===== config.mk =====
export PLATFORM = sky130hd
export DESIGN_NAME = finger_presence_detector
export DESIGN_NICKNAME = d
export VERILOG_FILES = /design/src/sv/fpd_pkg.sv /design/src/sv/fpd_ram.sv /design/src/sv/fpd_div.sv /design/src/sv/finger_presence_detector.sv
export SDC_FILE = /design/constraint.sdc
export NUM_CORES = 2
export LEC_CHECK = 0
export CAP_MARGIN = 20
export CORE_UTILIZATION = 50
export DETAILED_ROUTE_END_ITERATION = 10
export DONT_BUFFER_PORTS = 1
export GPL_ROUTABILITY_DRIVEN = 0
export SLEW_MARGIN = 10
export SYNTH_ARGS = -nofsm -noshare
export SYNTH_HDL_FRONTEND = slang
export SYNTH_SLANG_ARGS = --single-unit

===== constraint.sdc =====
create_clock -name i_clk -period 7.2 [get_ports i_clk]
set_input_delay 0.72 -clock i_clk [delete_from_list [all_inputs] [get_ports i_clk]]
set_output_delay 0.72 -clock i_clk [all_outputs]
set_load 0.005 [all_outputs]

===== src/sv/fpd_pkg.sv =====
// Shared types and constants for the finger presence detector.
`timescale 1ns / 1ps

package fpd_pkg;

    // Field widths
    localparam int SAMPLE_W   = 18;
    localparam int THR_W      = 19;
    localparam int RUN_W      = 8;
    localparam int CFG_IDX_W  = 3;
    localparam int CFG_DATA_W = 18;

    // Window default
    localparam int WINDOW_DEPTH_DEF = 32;

    // Decision constants
    localparam int SPAN_DIV      = 2000;
    localparam int CLOSE_FLOOR   = 80;
    localparam int STEP_DIV      = 10;
    localparam int EMA_SHIFT     = 5;     // EMA weight 31/32
    localparam int RUN_MAX       = 255;
    localparam int STRONG_SPAN   = 2;

    // Reciprocals for the constant divides, exact for 18-bit operands
    localparam int SPAN_RECIP    = 134218;  // ceil(2^28 / SPAN_DIV)
    localparam int SPAN_SHIFT    = 28;
    localparam int STEP_RECIP    = 419431;  // ceil(2^22 / STEP_DIV)
    localparam int STEP_SHIFT    = 22;

    // Register reset values
    localparam int DC_MIN_RST        = 100;
    localparam int SATURATION_RST    = 260000;
    localparam int STRONG_RST        = 3000;
    localparam int SPAN_MIN_RST      = 4;
    localparam int STEP_MIN_RST      = 50;
    localparam int FOUND_CONFIRM_RST = 2;
    localparam int LOST_CONFIRM_RST  = 20;
    localparam int MIN_READY_RST     = 8;

    // Register indexes on the configuration port
    typedef enum logic [CFG_IDX_W-1:0] {
        CFG_DC_MIN        = 3'd0,
        CFG_SATURATION    = 3'd1,
        CFG_STRONG        = 3'd2,
        CFG_SPAN_MIN      = 3'd3,
        CFG_STEP_MIN      = 3'd4,
        CFG_FOUND_CONFIRM = 3'd5,
        CFG_LOST_CONFIRM  = 3'd6,
        CFG_MIN_READY     = 3'd7
    } t_cfg_idx;

    // Sequencer states
    typedef enum logic [3:0] {
        S_IDLE,
        S_SCAN,
        S_DRAIN,
        S_DIV_IR,
        S_DIV_RED,
        S_SPAN_REQ,
        S_STEP_REQ,
        S_DECIDE,
        S_OUT
    } t_state;

    // Input transaction payload
    typedef struct packed {
        logic [SAMPLE_W-1:0] ir_sample;
        logic [SAMPLE_W-1:0] red_sample;
    } t_in;

    // Output transaction payload
    typedef struct packed {
        logic                contact;
        logic [SAMPLE_W-1:0] mean_ir;
        logic [SAMPLE_W-1:0] avg_red;
        logic [SAMPLE_W-1:0] span_ir;
        logic [THR_W-1:0]    ir_thresh;
    } t_out;

endpackage


===== src/sv/fpd_ram.sv =====
// Generic simple dual-port RAM with registered read.
`timescale 1ns / 1ps

module fpd_ram #(
    parameter int WIDTH = 18,
    parameter int DEPTH = 32,
    localparam int AW   = (DEPTH > 1) ? $clog2(DEPTH) : 1
) (
    input  logic             i_clk,
    input  logic             i_we,
    input  logic [AW-1:0]    i_waddr,
    input  logic [WIDTH-1:0] i_wdata,
    input  logic [AW-1:0]    i_raddr,
    output logic [WIDTH-1:0] o_rdata
);

    logic [WIDTH-1:0] r_mem [DEPTH];
    logic [WIDTH-1:0] r_rdata;

    // Write port
    always_ff @(posedge i_clk) begin
        if (i_we) begin
            r_mem[i_waddr] <= i_wdata;
        end
    end

    // Registered read port
    always_ff @(posedge i_clk) begin
        r_rdata <= r_mem[i_raddr];
    end

    assign o_rdata = r_rdata;

endmodule


===== src/sv/fpd_div.sv =====
// Restoring divider, one quotient bit per cycle.
`timescale 1ns / 1ps

module fpd_div #(
    parameter int DW = 23,
    parameter int VW = 11,
    localparam int CW = $clog2(DW + 1)
) (
    input  logic          i_clk,
    input  logic          i_rst_n,
    input  logic          i_start,
    input  logic [DW-1:0] i_dividend,
    input  logic [VW-1:0] i_divisor,
    output logic          o_done,
    output logic [DW-1:0] o_quotient
);

    logic          r_busy, n_busy;
    logic          r_done, n_done;
    logic [CW-1:0] r_cnt, n_cnt;
    logic [VW-1:0] r_rem, n_rem;
    logic [DW-1:0] r_quo, n_quo;
    logic [VW-1:0] r_dvs, n_dvs;

    logic [VW:0]   rem_sh;
    logic [VW:0]   rem_sub;
    logic          fits;

    // Shift in the next dividend bit and trial-subtract
    assign rem_sh  = {r_rem, r_quo[DW-1]};
    assign rem_sub = rem_sh - {1'b0, r_dvs};
    assign fits    = (rem_sh >= {1'b0, r_dvs});

    always_comb begin
        n_busy = r_busy;
        n_done = 1'b0;
        n_cnt  = r_cnt;
        n_rem  = r_rem;
        n_quo  = r_quo;
        n_dvs  = r_dvs;
        if (i_start) begin
            n_busy = 1'b1;
            n_cnt  = CW'(DW);
            n_rem  = '0;
            n_quo  = i_dividend;
            n_dvs  = i_divisor;
        end else if (r_busy) begin
            n_rem = fits ? rem_sub[VW-1:0] : rem_sh[VW-1:0];
            n_quo = {r_quo[DW-2:0], fits};
            n_cnt = r_cnt - 1'b1;
            if (r_cnt == CW'(1)) begin
                n_busy = 1'b0;
                n_done = 1'b1;
            end
        end
    end

    // Control registers
    always_ff @(posedge i_clk) begin
        if (!i_rst_n) begin
            r_busy <= 1'b0;
            r_done <= 1'b0;
            r_cnt  <= '0;
        end else begin
            r_busy <= n_busy;
            r_done <= n_done;
            r_cnt  <= n_cnt;
        end
    end

    // Datapath registers
    always_ff @(posedge i_clk) begin
        r_rem <= n_rem;
        r_quo <= n_quo;
        r_dvs <= n_dvs;
    end

    assign o_done     = r_done;
    assign o_quotient = r_quo;

endmodule


===== src/sv/finger_presence_detector.sv =====
// Top level of the finger presence detector: window memory, sequencer and decision logic.
//
// Usage:
//   Input channel (i_in_valid / o_in_ready / i_in_data) carries one IR and one
//   red sample per transaction. Output channel (o_out_valid / i_out_ready /
//   o_out_data) returns one result per input: presence flag, floor means of
//   both channels, IR span and the current IR threshold.
//   Samples go into two window RAMs; each item walks the filled part of the
//   window (one entry per cycle), then divides both sums by the fill count on
//   one bit-serial divider. mean/2000 and baseline/10 are reciprocal multiplies.
//   The sequencer scans, drains, divides IR then red (SW-bit quotients, SW =
//   18 + log2(depth)), forms span and step requirements, decides and outputs;
//   with fewer than min_ready samples held it skips requirements and decide.
//   One item is in work at a time: the next input is taken in the cycle after
//   the result is registered; the window walk and the divider set the rate.
//   The next input transaction is taken while a finished result still waits in
//   the output register; if the receiver stalls, the following result holds
//   in the sequencer until the output register frees up.
//   Reset empties the window, clears presence and baseline, and loads the
//   config registers with defaults. Config writes (i_cfg_we) take effect at once;
//   the user must make them while the block is idle, which it does not enforce.
`timescale 1ns / 1ps

module finger_presence_detector #(
    parameter int WINDOW_DEPTH = fpd_pkg::WINDOW_DEPTH_DEF
) (
    input  logic                           i_clk,
    input  logic                           i_rst_n,
    // Sample input
    input  logic                           i_in_valid,
    output logic                           o_in_ready,
    input  fpd_pkg::t_in                   i_in_data,
    // Result output
    output logic                           o_out_valid,
    input  logic                           i_out_ready,
    output fpd_pkg::t_out                  o_out_data,
    // Configuration writes
    input  logic                           i_cfg_we,
    input  logic [fpd_pkg::CFG_IDX_W-1:0]  i_cfg_idx,
    input  logic [fpd_pkg::CFG_DATA_W-1:0] i_cfg_data
);

    localparam int SWD = fpd_pkg::SAMPLE_W;
    localparam int RW  = fpd_pkg::RUN_W;
    localparam int TW  = fpd_pkg::THR_W;
    localparam int AW  = (WINDOW_DEPTH > 1) ? $clog2(WINDOW_DEPTH) : 1;
    localparam int FW  = $clog2(WINDOW_DEPTH + 1);
    localparam int SW  = SWD + AW;
    localparam int DVW = FW;
    localparam int CW  = (FW > RW) ? FW + 1 : RW + 1;
    localparam int EW  = SWD + fpd_pkg::EMA_SHIFT + 1;
    localparam int PW  = fpd_pkg::SPAN_SHIFT + SWD;

    // Configuration registers
    logic [SWD-1:0] r_dc_min, r_saturation, r_strong, r_span_min, r_step_min;
    logic [RW-1:0]  r_found_confirm, r_lost_confirm, r_min_ready;

    // Sequencer and window bookkeeping
    fpd_pkg::t_state r_state, n_state;
    logic [AW-1:0]   r_wptr, n_wptr;
    logic [FW-1:0]   r_fill, n_fill;
    logic [FW-1:0]   r_scan_idx, n_scan_idx;
    logic            r_acc_en, n_acc_en;
    logic            r_div_run, n_div_run;

    // Statistics accumulators and quotients
    logic [SW-1:0]   r_isum, n_isum, r_rsum, n_rsum;
    logic [SWD-1:0]  r_imin, n_imin, r_imax, n_imax;
    logic [SWD-1:0]  r_mean_ir, n_mean_ir, r_mean_red, n_mean_red;
    logic [SWD-1:0]  r_q_span, n_q_span, r_q_base, n_q_base;

    // Detector state
    logic [RW-1:0]   r_found_run, n_found_run, r_lost_run, n_lost_run;
    logic            r_present, n_present;
    logic            r_base_known, n_base_known;
    logic [SWD-1:0]  r_base, n_base;
    logic [TW-1:0]   r_thr, n_thr;

    // Output register
    fpd_pkg::t_out   r_out, n_out;
    logic            r_out_valid, n_out_valid;

    // Memory and divider hookups
    logic            in_acc;
    logic [SWD-1:0]  ir_rd, red_rd;
    logic            div_start, div_done;
    logic [SW-1:0]   div_dividend, div_quot;
    logic [DVW-1:0]  div_divisor;

    // Reciprocal products for the constant divides
    logic [PW-1:0]   span_prod, step_prod;
    logic [SWD-1:0]  span_q, step_q;

    // Decision terms
    logic [SWD-1:0]  span;
    logic [SWD-1:0]  span_req, step_req, close_lim, base_diff;
    logic            dc_ok, pulse, stepc, strong_cand, cand;
    logic            dim_ir, near_base, is_ready;
    logic [RW-1:0]   found_inc, lost_inc;
    logic [EW-1:0]   ema_sum;

    assign in_acc     = i_in_valid && o_in_ready;
    assign o_in_ready = (r_state == fpd_pkg::S_IDLE);

    // Window memories
    fpd_ram #(.WIDTH(SWD), .DEPTH(WINDOW_DEPTH)) u_ir_ram (
        .i_clk   (i_clk),
        .i_we    (in_acc),
        .i_waddr (r_wptr),
        .i_wdata (i_in_data.ir_sample),
        .i_raddr (r_scan_idx[AW-1:0]),
        .o_rdata (ir_rd)
    );

    fpd_ram #(.WIDTH(SWD), .DEPTH(WINDOW_DEPTH)) u_red_ram (
        .i_clk   (i_clk),
        .i_we    (in_acc),
        .i_waddr (r_wptr),
        .i_wdata (i_in_data.red_sample),
        .i_raddr (r_scan_idx[AW-1:0]),
        .o_rdata (red_rd)
    );

    // Divider for the window means
    fpd_div #(.DW(SW), .VW(DVW)) u_div (
        .i_clk      (i_clk),
        .i_rst_n    (i_rst_n),
        .i_start    (div_start),
        .i_dividend (div_dividend),
        .i_divisor  (div_divisor),
        .o_done     (div_done),
        .o_quotient (div_quot)
    );

    // Divider operand select
    always_comb begin
        div_dividend = r_isum;
        div_divisor  = DVW'(r_fill);
        unique case (r_state)
            fpd_pkg::S_DIV_RED: begin
                div_dividend = r_rsum;
                div_divisor  = DVW'(r_fill);
            end
            default: begin
                div_dividend = r_isum;
                div_divisor  = DVW'(r_fill);
            end
        endcase
    end

    // mean/2000 and baseline/10 as constant multiplies, one register stage each
    assign span_prod = PW'(r_mean_ir) * PW'(fpd_pkg::SPAN_RECIP);
    assign step_prod = PW'(r_base) * PW'(fpd_pkg::STEP_RECIP);
    assign span_q    = span_prod[fpd_pkg::SPAN_SHIFT +: SWD];
    assign step_q    = step_prod[fpd_pkg::STEP_SHIFT +: SWD];

    // Decision terms from the statistics of this item
    assign span      = r_imax - r_imin;
    assign is_ready  = (CW'(r_fill) >= CW'(r_min_ready));
    assign span_req  = (r_span_min > r_q_span) ? r_span_min : r_q_span;
    assign step_req  = (r_step_min > r_q_base) ? r_step_min : r_q_base;
    assign close_lim = (SWD'(fpd_pkg::CLOSE_FLOOR) > r_q_base) ?
                       SWD'(fpd_pkg::CLOSE_FLOOR) : r_q_base;
    assign base_diff = (r_mean_ir >= r_base) ? (r_mean_ir - r_base) : (r_base - r_mean_ir);
    assign dc_ok     = (r_mean_ir >= r_dc_min) && (r_mean_ir < r_saturation);
    assign pulse     = dc_ok && (span >= span_req);
    assign stepc     = r_base_known && dc_ok && (base_diff >= step_req);
    assign strong_cand = dc_ok && (r_mean_ir >= r_strong) &&
                         (span >= SWD'(fpd_pkg::STRONG_SPAN));
    assign cand      = pulse || stepc || strong_cand;
    assign dim_ir    = (r_mean_ir < (r_dc_min >> 1));
    assign near_base = r_base_known && (base_diff <= close_lim) && (span < span_req);
    assign found_inc = (r_found_run != RW'(fpd_pkg::RUN_MAX)) ?
                       (r_found_run + 1'b1) : r_found_run;
    assign lost_inc  = (r_lost_run != RW'(fpd_pkg::RUN_MAX)) ?
                       (r_lost_run + 1'b1) : r_lost_run;
    // 31/32 floor EMA: (32*base - base + mean) >> 5
    assign ema_sum   = (EW'(r_base) << fpd_pkg::EMA_SHIFT) - EW'(r_base) + EW'(r_mean_ir);

    // Sequencer: next state and datapath updates
    always_comb begin
        n_state      = r_state;
        n_wptr       = r_wptr;
        n_fill       = r_fill;
        n_scan_idx   = r_scan_idx;
        n_acc_en     = 1'b0;
        n_div_run    = r_div_run;
        n_isum       = r_isum;
        n_rsum       = r_rsum;
        n_imin       = r_imin;
        n_imax       = r_imax;
        n_mean_ir    = r_mean_ir;
        n_mean_red   = r_mean_red;
        n_q_span     = r_q_span;
        n_q_base     = r_q_base;
        n_found_run  = r_found_run;
        n_lost_run   = r_lost_run;
        n_present    = r_present;
        n_base_known = r_base_known;
        n_base       = r_base;
        n_thr        = r_thr;
        n_out        = r_out;
        n_out_valid  = r_out_valid && !i_out_ready;
        div_start    = 1'b0;

        // Accumulate a window entry read in the previous cycle
        if (r_acc_en) begin
            n_isum = r_isum + SW'(ir_rd);
            n_rsum = r_rsum + SW'(red_rd);
            if (ir_rd < r_imin) n_imin = ir_rd;
            if (ir_rd > r_imax) n_imax = ir_rd;
        end

        unique case (r_state)
            fpd_pkg::S_IDLE: begin
                if (in_acc) begin
                    n_wptr     = (r_wptr == AW'(WINDOW_DEPTH - 1)) ? '0 : r_wptr + 1'b1;
                    n_fill     = (r_fill != FW'(WINDOW_DEPTH)) ? r_fill + 1'b1 : r_fill;
                    n_scan_idx = '0;
                    n_isum     = '0;
                    n_rsum     = '0;
                    n_imin     = '1;
                    n_imax     = '0;
                    n_state    = fpd_pkg::S_SCAN;
                end
            end
            fpd_pkg::S_SCAN: begin
                n_acc_en   = 1'b1;
                n_scan_idx = r_scan_idx + 1'b1;
                if (FW'(r_scan_idx + 1'b1) == r_fill) begin
                    n_state = fpd_pkg::S_DRAIN;
                end
            end
            fpd_pkg::S_DRAIN: begin
                n_state = fpd_pkg::S_DIV_IR;
            end
            fpd_pkg::S_DIV_IR,
            fpd_pkg::S_DIV_RED: begin
                if (!r_div_run) begin
                    div_start = 1'b1;
                    n_div_run = 1'b1;
                end else if (div_done) begin
                    n_div_run = 1'b0;
                    unique case (r_state)
                        fpd_pkg::S_DIV_IR: begin
                            n_mean_ir = div_quot[SWD-1:0];
                            n_state   = fpd_pkg::S_DIV_RED;
                        end
                        default: begin
                            n_mean_red = div_quot[SWD-1:0];
                            n_state    = is_ready ? fpd_pkg::S_SPAN_REQ : fpd_pkg::S_OUT;
                        end
                    endcase
                end
            end
            fpd_pkg::S_SPAN_REQ: begin
                n_q_span = span_q;
                n_state  = fpd_pkg::S_STEP_REQ;
            end
            fpd_pkg::S_STEP_REQ: begin
                n_q_base = step_q;
                n_state  = fpd_pkg::S_DECIDE;
            end
            fpd_pkg::S_DECIDE: begin
                // Threshold from the baseline held before this item
                if (r_base_known) begin
                    n_thr = TW'(r_base) + TW'(step_req);
                end else begin
                    n_thr = TW'(r_dc_min);
                end
                if (!r_present) begin
                    if (cand) begin
                        n_found_run = found_inc;
                        if (found_inc >= r_found_confirm) begin
                            n_present  = 1'b1;
                            n_lost_run = '0;
                        end
                    end else begin
                        n_found_run  = '0;
                        n_base_known = 1'b1;
                        n_base       = r_base_known ?
                                       ema_sum[fpd_pkg::EMA_SHIFT +: SWD] : r_mean_ir;
                    end
                end else begin
                    if (dim_ir || near_base) begin
                        n_lost_run = lost_inc;
                        if (lost_inc >= r_lost_confirm) begin
                            n_present   = 1'b0;
                            n_found_run = '0;
                        end
                    end else begin
                        n_lost_run = '0;
                    end
                end
                n_state = fpd_pkg::S_OUT;
            end
            fpd_pkg::S_OUT: begin
                // Wait for the output register to free up
                if (!r_out_valid || i_out_ready) begin
                    n_out.contact   = r_present;
                    n_out.mean_ir   = r_mean_ir;
                    n_out.avg_red   = r_mean_red;
                    n_out.span_ir   = span;
                    n_out.ir_thresh = r_thr;
                    n_out_valid     = 1'b1;
                    n_state         = fpd_pkg::S_IDLE;
                end
            end
            default: begin
                n_state = fpd_pkg::S_IDLE;
            end
        endcase
    end

    // Configuration write decode
    always_ff @(posedge i_clk) begin
        if (!i_rst_n) begin
            r_dc_min        <= SWD'(fpd_pkg::DC_MIN_RST);
            r_saturation    <= SWD'(fpd_pkg::SATURATION_RST);
            r_strong        <= SWD'(fpd_pkg::STRONG_RST);
            r_span_min      <= SWD'(fpd_pkg::SPAN_MIN_RST);
            r_step_min      <= SWD'(fpd_pkg::STEP_MIN_RST);
            r_found_confirm <= RW'(fpd_pkg::FOUND_CONFIRM_RST);
            r_lost_confirm  <= RW'(fpd_pkg::LOST_CONFIRM_RST);
            r_min_ready     <= RW'(fpd_pkg::MIN_READY_RST);
        end else if (i_cfg_we) begin
            unique case (fpd_pkg::t_cfg_idx'(i_cfg_idx))
                fpd_pkg::CFG_DC_MIN:        r_dc_min        <= i_cfg_data[SWD-1:0];
                fpd_pkg::CFG_SATURATION:    r_saturation    <= i_cfg_data[SWD-1:0];
                fpd_pkg::CFG_STRONG:        r_strong        <= i_cfg_data[SWD-1:0];
                fpd_pkg::CFG_SPAN_MIN:      r_span_min      <= i_cfg_data[SWD-1:0];
                fpd_pkg::CFG_STEP_MIN:      r_step_min      <= i_cfg_data[SWD-1:0];
                fpd_pkg::CFG_FOUND_CONFIRM: r_found_confirm <= i_cfg_data[RW-1:0];
                fpd_pkg::CFG_LOST_CONFIRM:  r_lost_confirm  <= i_cfg_data[RW-1:0];
                fpd_pkg::CFG_MIN_READY:     r_min_ready     <= i_cfg_data[RW-1:0];
                default: ;
            endcase
        end
    end

    // Control state
    always_ff @(posedge i_clk) begin
        if (!i_rst_n) begin
            r_state      <= fpd_pkg::S_IDLE;
            r_wptr       <= '0;
            r_fill       <= '0;
            r_scan_idx   <= '0;
            r_acc_en     <= 1'b0;
            r_div_run    <= 1'b0;
            r_found_run  <= '0;
            r_lost_run   <= '0;
            r_present    <= 1'b0;
            r_base_known <= 1'b0;
            r_base       <= '0;
            r_thr        <= TW'(fpd_pkg::DC_MIN_RST);
            r_out_valid  <= 1'b0;
        end else begin
            r_state      <= n_state;
            r_wptr       <= n_wptr;
            r_fill       <= n_fill;
            r_scan_idx   <= n_scan_idx;
            r_acc_en     <= n_acc_en;
            r_div_run    <= n_div_run;
            r_found_run  <= n_found_run;
            r_lost_run   <= n_lost_run;
            r_present    <= n_present;
            r_base_known <= n_base_known;
            r_base       <= n_base;
            r_thr        <= n_thr;
            r_out_valid  <= n_out_valid;
        end
    end

    // Datapath registers
    always_ff @(posedge i_clk) begin
        r_isum     <= n_isum;
        r_rsum     <= n_rsum;
        r_imin     <= n_imin;
        r_imax     <= n_imax;
        r_mean_ir  <= n_mean_ir;
        r_mean_red <= n_mean_red;
        r_q_span   <= n_q_span;
        r_q_base   <= n_q_base;
        r_out      <= n_out;
    end

    assign o_out_valid = r_out_valid;
    assign o_out_data  = r_out;

endmodule


==> flow_summary_export.csv <==
group,metric,value,unit
status,status,"finished, final reports clean",
critical_path,start_kind,"flip-flop",
global_route,grt_util_all_layers,0.266,
drt,postRouteAntennaNets,0,
critical_path,crit_family,"adder cells",
yosys,synth_top_area_share,0.486,
sta,worst_slew_pin_slew,1150,ps
yosys,synth_edf_count,1314,
layout,layout_commonest_cell,"edfxtp_1",
placement,dpl.cell_count,7766,
clocking,cts_setup_buffers,0,
critical_path,crit_path_cell_trace,"ha_1 > ha_1 > or2_2 > fa_1 > fa_1 > inv_1 > fa_1 > inv_1 > fa_1 > ha_1 > a211oi_1 > nand2_1 > a2111oi_2 > a211oi_1 > o41a_1 > a41o_1 > or4_1 > a31oi_1 > o21bai_1 > xnor2_1",
sta,rsz0062_at_grt,"no",
clocking,root_buffer,"clkbuf_16",
sta,min_period,6820,ps
critical_path,cp_num_buf_inv,2,
critical_path,cpMostUsedCell,"fa_1",
worst_hold_path,hp-class,"in2reg",
critical_path,slowest_delay,550,ps
floorplan,ios,138,
layout,layout_common_cells,"edfxtp_1 (1314), ha_1 (613), inv_1 (544), mux4_2 (360), nand2_1 (335)",
critical_path,path_max_fanout,7,
critical_path,crit_arrival,7350,ps
run,max_cap_violations,0,
sta,slew_violations,0,
clocking,worstSkewPairLatency,840,ps
layout,final-instance-count-excl-fill,8160,
floorplan,die_area,0.164,sq mm
drt,drt_iter0_drc,3932,
global_route,grt_antenna_before_repair,11,
critical_path,crit_path_end_kind,"flip-flop",
yosys,avgSynthCellArea,14.2,sq um
global_route,grt_overflow,0,
sta,max_freq,147,MHz
floorplan,dieHeight,405,um
sta,finalCritPeriodShare,0.948,
floorplan,die_w,405,um
yosys,synth_top_cell_by_area,"edfxtp_1",
floorplan,rows,147,
yosys,ys_seq_elements,1638,
global_route,grt_pass1_wl,318000,um
layout,fillCellCount,12900,
placement,place_hpwl,138000,um
clocking,numCtsBuffers,170,
clocking,htree_levels,4,
sta,final-hold-violation-count,0,
power_and_ir_drop,p_per_area,292,mW/mm^2
power_and_ir_drop,vdd_drop_max,0.264,mV
floorplan,core_area,0.161,sq mm
yosys,syn-num-nets,6555,
global_route,grt_max_degree,139,
yosys,synth_warnings,0,
layout,finalNetCount,6695,
sta,setup_tns,0,ps
drt,routedWlPerCell,26.4,um
clocking,cts_tree,"done",
clocking,cts.clk_slew.worst_paths,60,ps
layout,final_cell_area,0.0910,sq mm
layout,drive_gt1_frac,0.150,
power_and_ir_drop,power_leakage,34.1,nW
sta,finalClockSkew,66.3,ps
drt,wl,216000,um
yosys,synth.distinct_cells,90,
critical_path,crit_type,"reg2reg",
placement,io_buffers,0,
critical_path,critPathRequiredTime,7720,ps
yosys,yosysSeqAreaShare,0.566,
global_route,grt_pass1_vias,47700,
yosys,ys.flop_type,"edfxtp_1",
drt,firstDrtPassIters,6,
clocking,cts_max_path_buffers,3,
yosys,synthesis.area,0.0812,sq mm
critical_path,crit_path_top_delay_cell,"fa_1",
yosys,synthCells,5712,
floorplan,start_util,0.504,
drt,vias,48000,
power_and_ir_drop,p_total,26.6,mW
yosys,synth_async_sr_flop_share,0,
sta,finalSetupViolations,0,
drt,drc,0,
sta,maxSlewHeadroom,0.231,
layout,synthToLayoutAreaGrowth,12.2,%
yosys,yosys-top-cells-area,"edfxtp_1 (49%), mux4_2 (10%), ha_1 (9.5%)",
clocking,clock_sink_count,1638,
placement,place_area,0.0843,sq mm
drt,routed_via_density,5.89,
where the power goes:
part           total [mW]  internal, mW  switching, mW
clock network        9.20          5.32           3.88
logic                5.76          2.50           3.26
registers            11.6          10.9          0.696
cells in the mapped netlist, types with 9 or more instances:
| library cell | n |
|---|---|
| a2111oi_0 | 10 |
| a211o_1 | 11 |
| a211oi_1 | 42 |
| a21o_1 | 95 |
| a21oi_1 | 304 |
| a31o_2 | 9 |
| a31oi_1 | 22 |
| and2_1 | 14 |
| and3_1 | 31 |
| buf_1 | 61 |
| buf_2 | 11 |
| clkbuf_1 | 136 |
| clkbuf_2 | 10 |
| dfxtp_1 | 324 |
| edfxtp_1 | 1314 |
| fa_1 | 168 |
| ha_1 | 613 |
| inv_1 | 545 |
| mux2_2 | 53 |
| mux2i_1 | 116 |
| mux4_2 | 360 |
| nand2_1 | 335 |
| nand2b_1 | 45 |
| nand3_1 | 101 |
| nand4_1 | 45 |
| nor2_1 | 294 |
| nor2b_1 | 26 |
| nor3_1 | 57 |
| nor4_1 | 14 |
| o211ai_1 | 53 |
| o21a_1 | 42 |
| o21ai_0 | 125 |
| o21bai_1 | 18 |
| or3_1 | 16 |
| xnor2_1 | 82 |
| xor2_1 | 53 |
logic make-up after synthesis:
| group | share of synthesized area |
|---|---|
| simple gates | 0.0579 |
| buf+inv | 0.0361 |
| mux | 0.122 |
| xor+xnor | 0.0146 |
| fa+ha+maj | 0.136 |
| flops | 0.566 |
| compound gates | 0.0679 |
final cells by class:
class	instances	area (sq um)	share of cell area
Antenna cell	4	10.0	0.000110
Clock buffer	211	4490	0.0493
Clock inverter	105	1430	0.0157
Inverter	545	2050	0.0225
Multi-Input combinational cell	3307	32600	0.358
Sequential cell	1638	46000	0.505
Tap cell	2160	2700	0.0297
Timing Repair Buffer	190	1770	0.0194
path summary, 6_finish.rpt:
| check | start | to | slack (ps) | cells after the start |
|---|---|---|---|---|
| worst max-delay path | r_base[4]$_SDFFE_PN0P_ | r_q_base[14]$_DFFE_PN_ | 380 | 20 |
| worst max register to register | r_base[4]$_SDFFE_PN0P_ | r_q_base[14]$_DFFE_PN_ | 380 | 20 |
| worst min-delay path | i_cfg_data[2] | r_lost_confirm[2]$_SDFFE_PN1P_ | 50 | 2 |
| worst min register to register | r_thr[4]$_SDFFE_PN0P_ | o_out_data[4]$_DFFE_PP_ | 410 | 0 |
state kept, by name, indices dropped and copies added (netlist names), 19 cells and up:
name              flops
o_out_data           74
u_div.o_quotient     23
u_ir_ram.r_mem      576
r_rsum               23
r_isum               23
u_red_ram.r_mem     576
r_thr                19
stage by stage:
stage / util / setup WS [ps] / hold WS, ps
finish: 0.566 / 378 / 53.8
CTS: 0.564 / 358 / 0.514
global route: 0.566 / 41.3 / 18.4
floorplan: - / 869 / 400
global placement: 0.524 / 424 / 409
detailed placement: 0.524 / 399 / 410
what timing repair did:
item,4_1_cts,5_1_grt
hold buffers,61,0
endpoints found under the hold margin,1210,0
gates resized for setup,0,1
endpoints found under the setup margin,0,5
layer usage:
layer	up-vias	global-route usage	part of all wire
met4	14	0.105	0.042
met2	1628	0.434	0.48
li1	21700	-	-
met1	24300	0.354	0.41
met3	376	0.0467	0.064
met5	-	0	0.00042
Power figures use the tool's default switching activity.
